$ cat config.mk
export PLATFORM = sky130hd
export DESIGN_NAME = video_ula_pixel_serializer
export DESIGN_NICKNAME = d
export VERILOG_FILES = /design/src/hw/rtl/vups_pkg.sv /design/src/hw/rtl/vups_front.sv /design/src/hw/rtl/vups_queue.sv /design/src/hw/rtl/vups_back.sv /design/src/hw/rtl/video_ula_pixel_serializer.sv
export SDC_FILE = /design/constraint.sdc
export NUM_CORES = 2
export LEC_CHECK = 0
export ABC_AREA = 1
export ABC_CLOCK_PERIOD_IN_PS = 7500
export BUFFER_PORTS_ARGS = -buffer_cell sky130_fd_sc_hd__buf_2
export CAP_MARGIN = 20
export CORE_MARGIN = 5
export CORE_UTILIZATION = 55
export DETAILED_ROUTE_END_ITERATION = 7
export PLACE_DENSITY = 0.72
export SLEW_MARGIN = 10
export SYNTH_ARGS = -nofsm -noshare
export SYNTH_HDL_FRONTEND = slang
export SYNTH_SLANG_ARGS = --single-unit
$ cat constraint.sdc
create_clock -name clk -period 7.5 [get_ports clk]
set_clock_uncertainty 0.1 [all_clocks]
set_input_delay 0.375 -clock clk [delete_from_list [all_inputs] [get_ports clk]]
set_output_delay 0.375 -clock clk [all_outputs]
set_load 0.02 [all_outputs]
$ cat src/hw/rtl/vups_pkg.sv
// Package: shared types and constants for the pixel serializer.
package vups_pkg;

    localparam int PAL_ENTRIES = 16;
    localparam int COLOR_BITS  = 32;
    localparam int BASE_W      = 640;
    localparam int BASE_H      = 512;
    localparam int MAX_BORDER  = 16;

    // border width after reset and the matching end-of-buffer index
    localparam int BORDER_RESET = 4;
    localparam int RESET_END    = (BASE_W + 32 * BORDER_RESET) * (BASE_H + 32 * BORDER_RESET);

    localparam logic [31:0] BLACK_PIXEL = 32'hff00_0000;
    localparam logic [31:0] INVERT_BITS = 32'h00ff_ffff;
    localparam logic [COLOR_BITS-1:0] COLOR_MASK = {COLOR_BITS{1'b1}};

    typedef enum logic [3:0] {
        ACT_DATA    = 4'd0,
        ACT_BLANK   = 4'd1,
        ACT_HSYNC   = 4'd2,
        ACT_VSYNC   = 4'd3,
        ACT_CURSOR  = 4'd4,
        ACT_PALETTE = 4'd5,
        ACT_MODE    = 4'd6,
        ACT_ROWADDR = 4'd7,
        ACT_CURMASK = 4'd8
    } action_t;

    localparam logic [1:0] CFG_BORDER = 2'd0;
    localparam logic [1:0] CFG_DOUBLE = 2'd1;
    localparam logic [1:0] CFG_WOBBLE = 2'd2;

    // front end: recompute runs in two steps, multiplies registered, then compares
    typedef enum logic [1:0] {F_RUN, F_RC1, F_RC2} fstate_t;

    typedef struct packed {
        logic [3:0]  action;
        logic [7:0]  byte_value;
        logic [3:0]  sync_pulse_ticks;
        logic        interlace_compensate;
        logic [3:0]  palette_slot;
        logic [31:0] palette_color;
        logic [2:0]  mode_code;
        logic [4:0]  char_row;
        logic [3:0]  segment_mask;
    } in_item_t;

    typedef struct packed {
        logic [22:0] pixel_index;
        logic [31:0] pixel_color;
        logic        last_pixel;
        logic        frame_flyback;
    } out_item_t;

    // one job for the back end: a pixel run, a flyback marker or a palette write
    typedef struct packed {
        logic        flyback;
        logic        pal;
        logic        blank;
        logic        invert;
        logic        slow;
        logic [1:0]  lsel;      // 0: 8 logical px, 1: 4, 2: 2
        logic [7:0]  data;
        logic [22:0] base;
        logic [3:0]  slot;
        logic [31:0] color;
    } job_t;

endpackage

$ cat src/hw/rtl/vups_front.sv
// Front end: beam tracking, window mapping and job issue.
module vups_front
(
    input  logic               clk,
    input  logic               rst_n,
    input  logic               cfg_we,
    input  logic [1:0]         cfg_index,
    input  logic [4:0]         cfg_data,
    input  logic               in_valid,
    output logic               in_stall,
    input  vups_pkg::in_item_t in_item,
    output logic               job_valid,
    output vups_pkg::job_t     job,
    input  logic               job_full
);
    import vups_pkg::*;

    fstate_t     st_reg, st_next;
    logic [4:0]  border_reg;
    logic        dbl_reg, wob_reg;
    logic signed [16:0] hb_reg;
    logic [10:0] vb_reg;
    logic [22:0] wi_reg, rl_reg;
    logic [2:0]  cs_reg;
    logic [3:0]  cm_reg;
    logic [2:0]  mode_reg;
    logic        fb_reg;
    logic [22:0] end_reg, rowbase_reg;
    logic        vin_reg;

    logic [4:0]  b;
    logic [11:0] w, h;
    logic [9:0]  hs;
    logic [6:0]  vs;
    logic        slow;
    logic [4:0]  n;
    logic        accept;
    logic        fire;

    always_comb
    begin
        b    = (border_reg > 5'(MAX_BORDER)) ? 5'(MAX_BORDER) : border_reg;
        w    = (12'(BASE_W) + {b, 5'd0}) << dbl_reg;
        h    = (12'(BASE_H) + {b, 5'd0}) << dbl_reg;
        hs   = (b > 5'd15) ? 10'd0 : 10'({5'd15 - b, 4'd0});
        vs   = (b > 5'd4) ? 7'd0 : 7'({5'd4 - b, 4'd0});
        slow = (mode_reg >= 3'd3);
        n    = slow ? 5'd16 : 5'd8;
    end

    assign in_stall = (st_reg != F_RUN) || job_full;
    assign accept   = in_valid && !in_stall;

    always_comb
    begin
        st_next = st_reg;
        unique case (st_reg)
            F_RUN: if (fire) st_next = F_RC1;
            F_RC1: st_next = F_RC2;
            F_RC2: st_next = F_RUN;
            default: st_next = F_RUN;
        endcase
    end

    // signals derived per item
    logic [16:0] hb_sum;
    logic        drawing;
    logic [16:0] hb_new;
    logic [10:0] vb_hs;
    logic signed [17:0] hrel;
    logic [11:0] vrel;

    always_comb
    begin
        hb_sum   = 17'(hb_reg + $signed({12'd0, n}));
        hb_new   = (hb_reg > $signed(17'd32767 - 17'(n))) ? 17'd32767 : hb_sum;
        drawing  = wi_reg < rl_reg;
        vb_hs    = vb_reg + 11'd2;
    end

    // outputs
    always_comb
    begin
        fire      = 1'b0;
        job_valid = 1'b0;
        job       = '0;
        if (cfg_we && cfg_index <= CFG_WOBBLE)
            fire = 1'b1;
        if (accept)
        begin
            priority case (in_item.action)
                ACT_DATA, ACT_BLANK:
                begin
                    if (drawing)
                    begin
                        job_valid  = 1'b1;
                        job.blank  = (in_item.action == ACT_BLANK) || fb_reg;
                        job.invert = (cs_reg < 3'd4) && cm_reg[cs_reg[1:0]];
                        job.slow   = slow;
                        job.lsel   = (mode_reg >= 3'd3) ? 2'(mode_reg - 3'd3)
                                                        : mode_reg[1:0];
                        job.data   = in_item.byte_value;
                        job.base   = wi_reg;
                    end
                    else if ((hb_new & ~17'(n - 5'd1)) == 17'(hs))
                        fire = 1'b1;
                end
                ACT_HSYNC:
                begin
                    fire = 1'b1;
                    if (vb_hs >= 11'd768)
                    begin
                        job_valid   = 1'b1;
                        job.flyback = 1'b1;
                    end
                end
                ACT_VSYNC:
                begin
                    fire        = 1'b1;
                    job_valid   = 1'b1;
                    job.flyback = 1'b1;
                end
                ACT_MODE:
                    fire = (in_item.mode_code <= 3'd5) && (in_item.mode_code != mode_reg);
                // palette writes queue behind earlier runs so those keep old colours
                ACT_PALETTE:
                begin
                    job_valid = 1'b1;
                    job.pal   = 1'b1;
                    job.slot  = in_item.palette_slot;
                    job.color = in_item.palette_color;
                end
                default: ;
            endcase
        end
    end

    always_comb
    begin
        hrel = $signed({hb_reg[16], hb_reg}) - $signed({8'd0, hs});
        vrel = 12'({1'b0, vb_reg} - {5'd0, vs});
    end

    always_ff @(posedge clk or negedge rst_n)
    begin
        if (!rst_n)
        begin
            st_reg     <= F_RUN;
            border_reg <= 5'(BORDER_RESET);
            dbl_reg    <= 1'b0;
            wob_reg    <= 1'b0;
            hb_reg     <= '0;
            vb_reg     <= '0;
            wi_reg     <= 23'(RESET_END);
            rl_reg     <= 23'(RESET_END);
            cs_reg     <= 3'd4;
            cm_reg     <= '0;
            mode_reg   <= '0;
            fb_reg     <= 1'b0;
        end
        else
        begin
            st_reg <= st_next;
            if (cfg_we)
            begin
                unique case (cfg_index)
                    CFG_BORDER: border_reg <= cfg_data;
                    CFG_DOUBLE: dbl_reg    <= cfg_data[0];
                    CFG_WOBBLE: wob_reg    <= cfg_data[0];
                    default: ;
                endcase
            end
            if (accept)
            begin
                priority case (in_item.action)
                    ACT_DATA, ACT_BLANK:
                    begin
                        hb_reg <= hb_new;
                        if (drawing)
                        begin
                            wi_reg <= wi_reg + 23'(n);
                            if (cs_reg < 3'd4)
                                cs_reg <= cs_reg + 3'd1;
                        end
                    end
                    ACT_HSYNC:
                    begin
                        hb_reg <= in_item.sync_pulse_ticks[0] ? -17'sd4 : 17'sd0;
                        // forced vsync: beam is at -4 or 0, so only wobble matters
                        if (vb_hs >= 11'd768)
                            vb_reg <= !wob_reg ? 11'd2 : 11'd0;
                        else
                            vb_reg <= vb_hs;
                    end
                    ACT_VSYNC:
                        vb_reg <= (in_item.interlace_compensate && !wob_reg
                                   && hb_reg < 17'sd512) ? 11'd2 : 11'd0;
                    ACT_CURSOR:  cs_reg <= 3'd0;
                    ACT_MODE:
                        if (in_item.mode_code <= 3'd5) mode_reg <= in_item.mode_code;
                    ACT_ROWADDR: fb_reg <= in_item.char_row[3];
                    ACT_CURMASK: cm_reg <= in_item.segment_mask;
                    default: ;
                endcase
            end
            if (st_reg == F_RC2)
            begin
                if (vin_reg && hrel >= 0 && hrel < $signed({6'd0, w}))
                begin
                    wi_reg <= rowbase_reg + 23'(hrel[16:0]);
                    rl_reg <= rowbase_reg + 23'(w) - 23'(n);
                end
                else
                begin
                    wi_reg <= end_reg;
                    rl_reg <= end_reg;
                end
            end
        end
    end

    // multiplier stage of the position recompute
    always_ff @(posedge clk)
    begin
        end_reg     <= 23'(w) * 23'(h);
        rowbase_reg <= 23'(vrel) * 23'(w);
        vin_reg     <= (vb_reg >= 11'(vs)) && ({1'b0, vb_reg} < 12'(vs) + h);
    end

endmodule

$ cat src/hw/rtl/vups_queue.sv
// Job queue between the front and back ends.
module vups_queue
(
    input  logic           clk,
    input  logic           rst_n,
    input  logic           wr_en,
    input  vups_pkg::job_t wr_job,
    output logic           full,
    output logic           rd_valid,
    output vups_pkg::job_t rd_job,
    input  logic           rd_en
);
    import vups_pkg::*;

    job_t       mem_reg [4];
    logic [1:0] wp_reg, rp_reg;
    logic [2:0] cnt_reg;

    assign full     = (cnt_reg == 3'd4);
    assign rd_valid = (cnt_reg != 3'd0);
    assign rd_job   = mem_reg[rp_reg];

    always_ff @(posedge clk)
    begin
        if (wr_en)
            mem_reg[wp_reg] <= wr_job;
    end

    always_ff @(posedge clk or negedge rst_n)
    begin
        if (!rst_n)
        begin
            wp_reg  <= '0;
            rp_reg  <= '0;
            cnt_reg <= '0;
        end
        else
        begin
            if (wr_en) wp_reg <= wp_reg + 2'd1;
            if (rd_en) rp_reg <= rp_reg + 2'd1;
            cnt_reg <= cnt_reg + 3'(wr_en) - 3'(rd_en);
        end
    end

endmodule

$ cat src/hw/rtl/vups_back.sv
// Back end: palette lookup and pixel run generation.
module vups_back
(
    input  logic                clk,
    input  logic                rst_n,
    input  logic                job_valid,
    input  vups_pkg::job_t      job,
    output logic                job_take,
    output logic                out_valid,
    input  logic                out_stall,
    output vups_pkg::out_item_t out_item
);
    import vups_pkg::*;

    logic [31:0] pal_reg [PAL_ENTRIES];
    logic [3:0]  j_reg;
    logic [7:0]  sr_reg;
    logic [31:0] col_reg;
    logic        ov_reg;
    out_item_t   oi_reg;

    logic        adv;
    logic        pal_take;
    logic [4:0]  n;
    logic [3:0]  smask;
    logic        load;
    logic [7:0]  sr_cur;
    logic [3:0]  idx;
    logic [31:0] col;

    // palette writes need no output slot
    assign pal_take = job_valid && job.pal;
    assign adv      = job_valid && !job.pal && (!ov_reg || !out_stall);
    always_comb
    begin
        n = job.slow ? 5'd16 : 5'd8;
        // stride-1 mask: stride = n / logical
        unique case ({job.slow, job.lsel})
            3'b000: smask = 4'd0;
            3'b001: smask = 4'd1;
            3'b010: smask = 4'd3;
            3'b100: smask = 4'd1;
            3'b101: smask = 4'd3;
            3'b110: smask = 4'd7;
            default: smask = 4'd0;
        endcase
        load   = ((j_reg & smask) == 4'd0);
        sr_cur = (j_reg == 4'd0) ? job.data : sr_reg;
        idx    = {sr_cur[7], sr_cur[5], sr_cur[3], sr_cur[1]};
        if (job.blank)
            col = BLACK_PIXEL;
        else if (load)
            col = pal_reg[idx];
        else
            col = col_reg;
        job_take = pal_take || (adv && (job.flyback || (5'(j_reg) == n - 5'd1)));
    end

    always_ff @(posedge clk)
    begin
        if (adv && !job.flyback)
        begin
            col_reg <= col;
            if (load)
                sr_reg <= {sr_cur[6:0], 1'b1};
            else
                sr_reg <= sr_cur;
            oi_reg.pixel_index   <= job.base + 23'(j_reg);
            oi_reg.pixel_color   <= (job.invert ? (col ^ INVERT_BITS) : col)
                                    & COLOR_MASK;
            oi_reg.last_pixel    <= (5'(j_reg) == n - 5'd1);
            oi_reg.frame_flyback <= 1'b0;
        end
        else if (adv)
            oi_reg <= '{pixel_index: '0, pixel_color: '0,
                        last_pixel: 1'b0, frame_flyback: 1'b1};
    end

    always_ff @(posedge clk or negedge rst_n)
    begin
        if (!rst_n)
        begin
            ov_reg <= 1'b0;
            j_reg  <= '0;
            for (int i = 0; i < PAL_ENTRIES; i++)
                pal_reg[i] <= '0;
        end
        else
        begin
            if (adv)
                ov_reg <= 1'b1;
            else if (!out_stall)
                ov_reg <= 1'b0;
            if (job_take)
                j_reg <= '0;
            else if (adv)
                j_reg <= j_reg + 4'd1;
            if (pal_take)
                pal_reg[job.slot] <= job.color;
        end
    end

    assign out_valid = ov_reg;
    assign out_item  = oi_reg;

endmodule

$ cat src/hw/rtl/video_ula_pixel_serializer.sv
// Top level of the pixel serializer: front end, job queue, back end.
// With the queue empty, a drawn byte's job is registered in the queue, then its
// first pixel in the back-end output register. Throughput: one host pixel per
// cycle unless the output stalls; a byte gives 8 (fast) or 16 (slow) pixels.
// A request that moves the window stalls the input while it is recomputed.
// Reset (rst_n, async): beam at origin, nothing drawn, cursor off, queue empty.
module video_ula_pixel_serializer
(
    input  logic                clk,
    input  logic                rst_n,
    input  logic                cfg_we,
    input  logic [1:0]          cfg_index,
    input  logic [4:0]          cfg_data,
    input  logic                in_valid,
    output logic                in_stall,
    input  vups_pkg::in_item_t  in_item,
    output logic                out_valid,
    input  logic                out_stall,
    output vups_pkg::out_item_t out_item
);
    import vups_pkg::*;

    // palette writes ride the queue too, so runs already queued keep their colours
    logic        fq_valid, q_full, q_valid, q_take;
    job_t        fq_job, q_job;

    vups_front u_front
    (
        .clk(clk), .rst_n(rst_n),
        .cfg_we(cfg_we), .cfg_index(cfg_index), .cfg_data(cfg_data),
        .in_valid(in_valid), .in_stall(in_stall), .in_item(in_item),
        .job_valid(fq_valid), .job(fq_job), .job_full(q_full)
    );

    vups_queue u_queue
    (
        .clk(clk), .rst_n(rst_n),
        .wr_en(fq_valid), .wr_job(fq_job), .full(q_full),
        .rd_valid(q_valid), .rd_job(q_job), .rd_en(q_take)
    );

    vups_back u_back
    (
        .clk(clk), .rst_n(rst_n),
        .job_valid(q_valid), .job(q_job), .job_take(q_take),
        .out_valid(out_valid), .out_stall(out_stall), .out_item(out_item)
    );

endmodule

=== Yosys cells after proc, flatten, opt, wreduce, memory -nomap -nowiden ===
Memories as Yosys holds them, arrays and structs flattened.
Cells that the tools add are included.

* Flip-flop bits (word level): 762
* Bits in writable memories: 296
* Input bits: 77
* Output and inout port bits: 59
* Memories kept: 1

{| class="wikitable"
|+ Memory list
! name !! words !! width !! rd ports !! clocked after memory_dff !! write ports !! line !! RTL
|-
| u_queue.mem_reg || 4 || 74 || 1 || 0 || 1 || vups_queue.sv:15 || <nowiki>job_t mem_reg [4];</nowiki>
|}

* $add $sub $neg: 24
* $mul: 2
* Order comparisons: 19
* Equal/unequal tests: 25
* Shift operators: 2
* Mux-type cells: 61
* Bitwise gates (word level): 6
* Reduce and logical (&&, ||, !) cells: 56

{| class="wikitable"
|+ Operators by type and width
! operator !! count
|-
| $bwmux 512 || 1
|-
| $mux 32 || 5
|-
| $mux 23 || 6
|-
| $bmux 32 s4 || 1
|-
| $demux 32 s4 || 1
|-
| $mux 57 || 2
|-
| $mux 36 || 3
|-
| $mux 74 || 1
|-
| $mul 12x12->23 || 2
|-
| $mux 17 || 2
|-
| $pmux 17 s2 || 1
|-
| $mux 24 || 1
|-
| $not 24->24 || 1
|-
| $shl 12x1->12 || 2
|-
| $add 23x12->23 || 1
|-
| $add 23x17->23 || 1
|-
| $add 23x4->23 || 1
|-
| $add 23x5->23 || 1
|-
| $lt 23x23->1 || 1
|-
| $sub 23x5->23 || 1
|-
| $add 10x10->11 const A || 2
|-
| $pmux 11 s2 || 1
|-
| $ge 18x1->1 const B || 1
|-
| $lt 18x13->1 || 1
|-
| 74 further kinds || 155
|}

=== Depth between registers and ports, before layout ===
* Depth in word-level cells: 13
* Depth in mapped cells: 35

=== By module ===
From an unflattened synthesis, not the netlist that was laid out.

* Cells, all modules: 6,590
* Area total of the unflattened synthesis: 55,245.5 µm²

{| class="wikitable"
|+ Modules (own cells, without submodules)
! module !! instances !! cells each !! area an instance (µm²) !! sequential area each (µm²)
|-
| vups_back || 1 || 3,512 || 28,596.2 || 15,840.2
|-
| vups_front || 1 || 1,872 || 13,772.0 || 2,885.3
|-
| vups_queue || 1 || 1,206 || 12,877.4 || 9,063.7
|}

=== Worst setup path after synthesis ===
No wires, ideal clock.

* Path kind: flip-flop to flip-flop
* Start: reg u_front.border_reg[4]
* End: reg u_front.rowbase_reg[21]
* Arrival: 6.115 ns
* Setup slack: 1.213 ns
* Stages on the path, launching flop included: 34
* Buffers on the path: 1
* Period minus slack after synthesis: 6.287 ns
* Path through: dfrtp_1 -> clkbuf_1 -> a21oi_1 -> ha_1 -> nand3_1 -> o21ai_0 -> nand2_1 -> inv_1 -> ha_1 -> inv_1 -> fa_1 -> nand2_1 -> nand2_1 -> nor3_1 -> inv_1 -> nand2_1 -> inv_1 -> nor2_1 -> nor2_1 -> fa_1 -> fa_1 -> fa_1 -> fa_1 -> ha_1 -> ha_1 -> nand2_1 -> o21ai_0 -> a21oi_1 -> nor2_1 -> nor2_1 -> o21bai_1 -> nand2_1 -> a21oi_1 -> xor2_1

* Cells in the longest elaborated chain, start to end: 6
* Elaborated cells on any way between the ends: 9

{| class="wikitable"
|+ Ends and longest elaborated chain
! what !! line !! RTL
|-
| from (decl) || vups_front.sv:19 || <nowiki>logic [4:0] border_reg;</nowiki>
|-
| from (signal assigned) || vups_front.sv:149 || <nowiki>border_reg <= 5'(BORDER_RESET);</nowiki>
|-
| from (signal assigned) || vups_front.sv:167 || <nowiki>CFG_BORDER: border_reg <= cfg_data;</nowiki>
|-
| $gt 5x5->1 || vups_front.sv:42 || <nowiki>b = (border_reg > 5'(MAX_BORDER)) ? 5'(MAX_BORDER) : border_reg;</nowiki>
|-
| $mux 5 (*) || vups_front.sv:42 ||
|-
| $gt 5x3->1 / $sub 3x3->3 (equally long branches) || vups_front.sv:46 || <nowiki>vs = (b > 5'd4) ? 7'd0 : 7'({5'd4 - b, 4'd0});</nowiki>
|-
| $mux 7 || vups_front.sv:46 ||
|-
| $sub 11x7->12 || vups_front.sv:141 || <nowiki>vrel = 12'({1'b0, vb_reg} - {5'd0, vs});</nowiki>
|-
| $mul 12x12->23 (*) || vups_front.sv:226 || <nowiki>rowbase_reg <= 23'(vrel) * 23'(w);</nowiki>
|-
| to (signal assigned) || vups_front.sv:226 ||
|-
| to (decl) || vups_front.sv:28 || <nowiki>logic [22:0] end_reg, rowbase_reg;</nowiki>
|}

Every way passes the cells marked *; elsewhere a longest branch is shown, timed or not.
A chain may end at the register's enable or synchronous reset.

=== Final worst setup path ===
* Start: reg u_front.border_reg[0]
* End: reg u_front.rowbase_reg[21]

Same word-level chain as after synthesis.

==> qor.yml <==
outcome: "finished, final reports clean"
overflow: 0
critPathMaxStageDelay_ns: 0.59
drc: 0
finalCritPeriodShare_pct: 91.2
max-clock-path-buffers: 3
yosysTopAreaCell: "dfrtp_1"
viasPerCell: 5.80
yosysMostFrequentCell: "nand2_1"
setup_viol: 0
final_cells: 6966
grt_usage_pct: 27.0
async_reset_ff_share_pct: 59.2
ys_top_cells_by_count: "nand2_1, dfrtp_1, nand3_1"
synth_cells: 5492
powerDensity_nw_per_um2: 516
cts_resized: 0
design.die.area_um2: 105000
path_clk_slew_ns: 0.06
crit_start: "u_front.border_reg[0]"
slew_headroom_pct: 24.7
drive_gt1_share_pct: 14.8
p_leak_nw: 26.4
diodes: 0
path_max_fanout: 6
hp-class: "input pin to flip-flop"
grt_max_degree: 196
ir_worst_vdd_uv: 547
die_height_um: 324
grt_pass1_wl_um: 223000
pin_count: 136
worstMarginPinSlew_ns: 1.13
end_kind: "flip-flop"
required_ns: 8.00
insertion_delay_ns: 0.70
grt_pass1_vias: 40005
ant_nets: 0
yosysUniqueCellTypes: 65
largest_reg_flops: 512
clkSinkCount: 1038
routed_wl_um: 143000
dr.pass1.iters: 5
synthTopCellsByArea: "dfrtp_1, edfxtp_1, mux2_2"
cts_tree: "done"
cts_root_buf: "clkbuf_16"
slew_viol_final: 0
rr_worst_depth: 30
synth_edf_count: 392
antenna_found_initial: 3
core_um2: 98100
syn_to_final_growth_pct: 10.9
hold_depth: 4
crit_slowest_cell: "fa_1"
port_buffers: 128
postCtsSetupRepairBufs: 0
synth_seq_cells: 1038
setup_tns_ns: 0
rsz0062_at_grt: "no"
timing.fmax_ghz: 0.146
placed_cells: 6693
num_vias: 40372
gp_congestion: 0.896
worst-setup-path-type: "flip-flop to flip-flop"
critPathLaunchType: "flip-flop"
yosys_warnings: 0
syn-cell-area_um2: 54300
final_hold_viol_count: 0
r2r_start: "u_front.border_reg[0]"
die_w_um: 324
dpl.hpwl_um: 86100
nNetsFinal: 5943
h-tree-depth: 3
numCtsBuffers: 106
period_needed_ns: 6.84
rows: 115
drt-initial-drc-count: 3917
drv_cap: 0
syn_area_per_cell_um2: 9.88
arrival_ns: 7.34
wl_per_cell_um: 20.5
ys_seq_area_share_pct: 51.2
hold_start: "in_item[64]"
ys.flop_type: "dfrtp_1"
initial_utilization_pct: 55.3
yosys.area.top_type_share_pct: 27.8
==> cell type report <==
type | instances | area (um^2)
Clock inverter | 63 | 691
Tap cell | 1287 | 1610
Clock buffer | 139 | 2910
Timing Repair Buffer | 284 | 2040
Sequential cell | 1038 | 27800
Inverter | 527 | 2000
Multi-Input combinational cell | 3628 | 23100
Fill cell | 8021 | 38000
==> through the flow <==
stage          setup WS [ns]  hold WS [ns]  util (%)  power [mW]  instance area, um^2
2_1_floorplan           1.21       -0.0206         -        21.0                54300
3_3_place_gp           0.744         0.335      56.9        24.9                55800
3_5_place_dp           0.656         0.346      57.0        25.4                55900
4_1_cts                0.640        0.0129      61.2        31.0                60100
5_1_grt               0.0545        0.0450      61.3        33.5                60200
6_report               0.664        0.0517      61.3        31.1                60200
==> per-layer routing <==
| layer | share of wire [%] | track usage, % | up-vias |
|---|---|---|---|
| met1 | 42 | 37.0 | 20042 |
| met4 | 3.4 | 8.97 | 0 |
| met3 | 6.3 | 3.48 | 293 |
| met5 | 0 | 0 | - |
| met2 | 48 | 45.1 | 1375 |
| li1 | - | - | 18662 |
==> logic make-up after synthesis <==
family / synth area share, %
flops: 51.2
other cells: 0.00691
compound gates: 7.36
mux: 9.09
buf+inv: 6.53
xor+xnor: 1.66
fa+ha+maj: 7.60
simple gates: 16.6
==> cells in the final DEF (no fill, tap or decap), types with 12 or more instances in the layout <==
| cell | Yosys | layout |
|---|---|---|
| o211ai_1 | 57 | 57 |
| nand4_1 | 36 | 36 |
| dfrtp_1 | 604 | 602 |
| xnor2_1 | 27 | 27 |
| mux2_1 | 104 | 104 |
| nand3_1 | 557 | 557 |
| inv_1 | 492 | 490 |
| fa_1 | 81 | 81 |
| clkinv_2 | 0 | 27 |
| dlygate4sd3_1 | 0 | 61 |
| o22ai_1 | 59 | 57 |
| buf_4 | 22 | 87 |
| nor2_1 | 476 | 464 |
| buf_2 | 159 | 127 |
| edfxtp_1 | 392 | 392 |
| clkinv_1 | 6 | 21 |
| nand2_1 | 954 | 952 |
| a21oi_1 | 181 | 181 |
| clkbuf_1 | 95 | 21 |
| a31oi_1 | 15 | 15 |
| dfxtp_1 | 32 | 32 |
| mux2_2 | 334 | 334 |
| or2_1 | 12 | 12 |
| inv_2 | 28 | 25 |
| bufinv_16 | 0 | 12 |
| clkbuf_16 | 0 | 107 |
| nor2_4 | 5 | 23 |
| ha_1 | 200 | 200 |
| xor2_1 | 76 | 76 |
| o21ai_0 | 283 | 283 |
| nor3_1 | 28 | 28 |
==> where the power goes <==
group	leakage [nW]	switching (mW)	total [mW]	internal, mW
Clock	1.76	2.27	5.43	3.15
Combinational	13.3	10.7	16.5	5.81
Sequential	11.4	1.09	9.14	8.05
==> critical path, delay by kind of cell (launching register included) <==
kind	cells	cell delay, ns
compound gates	6	0.98
simple gates	10	0.93
flops	1	0.42
fa+ha+maj	9	3.44
buf+inv	3	0.27
xor+xnor	2	0.61
==> final timing paths <==
kind	end	slack (ns)
max in group asynchronous	u_back.pal_reg[156]	5.59
min in group asynchronous	u_back.pal_reg[370]	0.19
hold reg to reg	u_front.st_reg[1]	0.36
hold / removal	u_front.fb_reg	0.05
setup reg to reg	u_front.rowbase_reg[21]	0.66
setup / recovery	u_front.rowbase_reg[21]	0.66
==> repair_timing <==
item                                    4_1_cts  5_1_grt
hold buffers                                 61        0
hold endpoints to repair                    251        0
endpoints found under the setup margin        0        0
No activity file was read; power rests on OpenSTA's default activity.
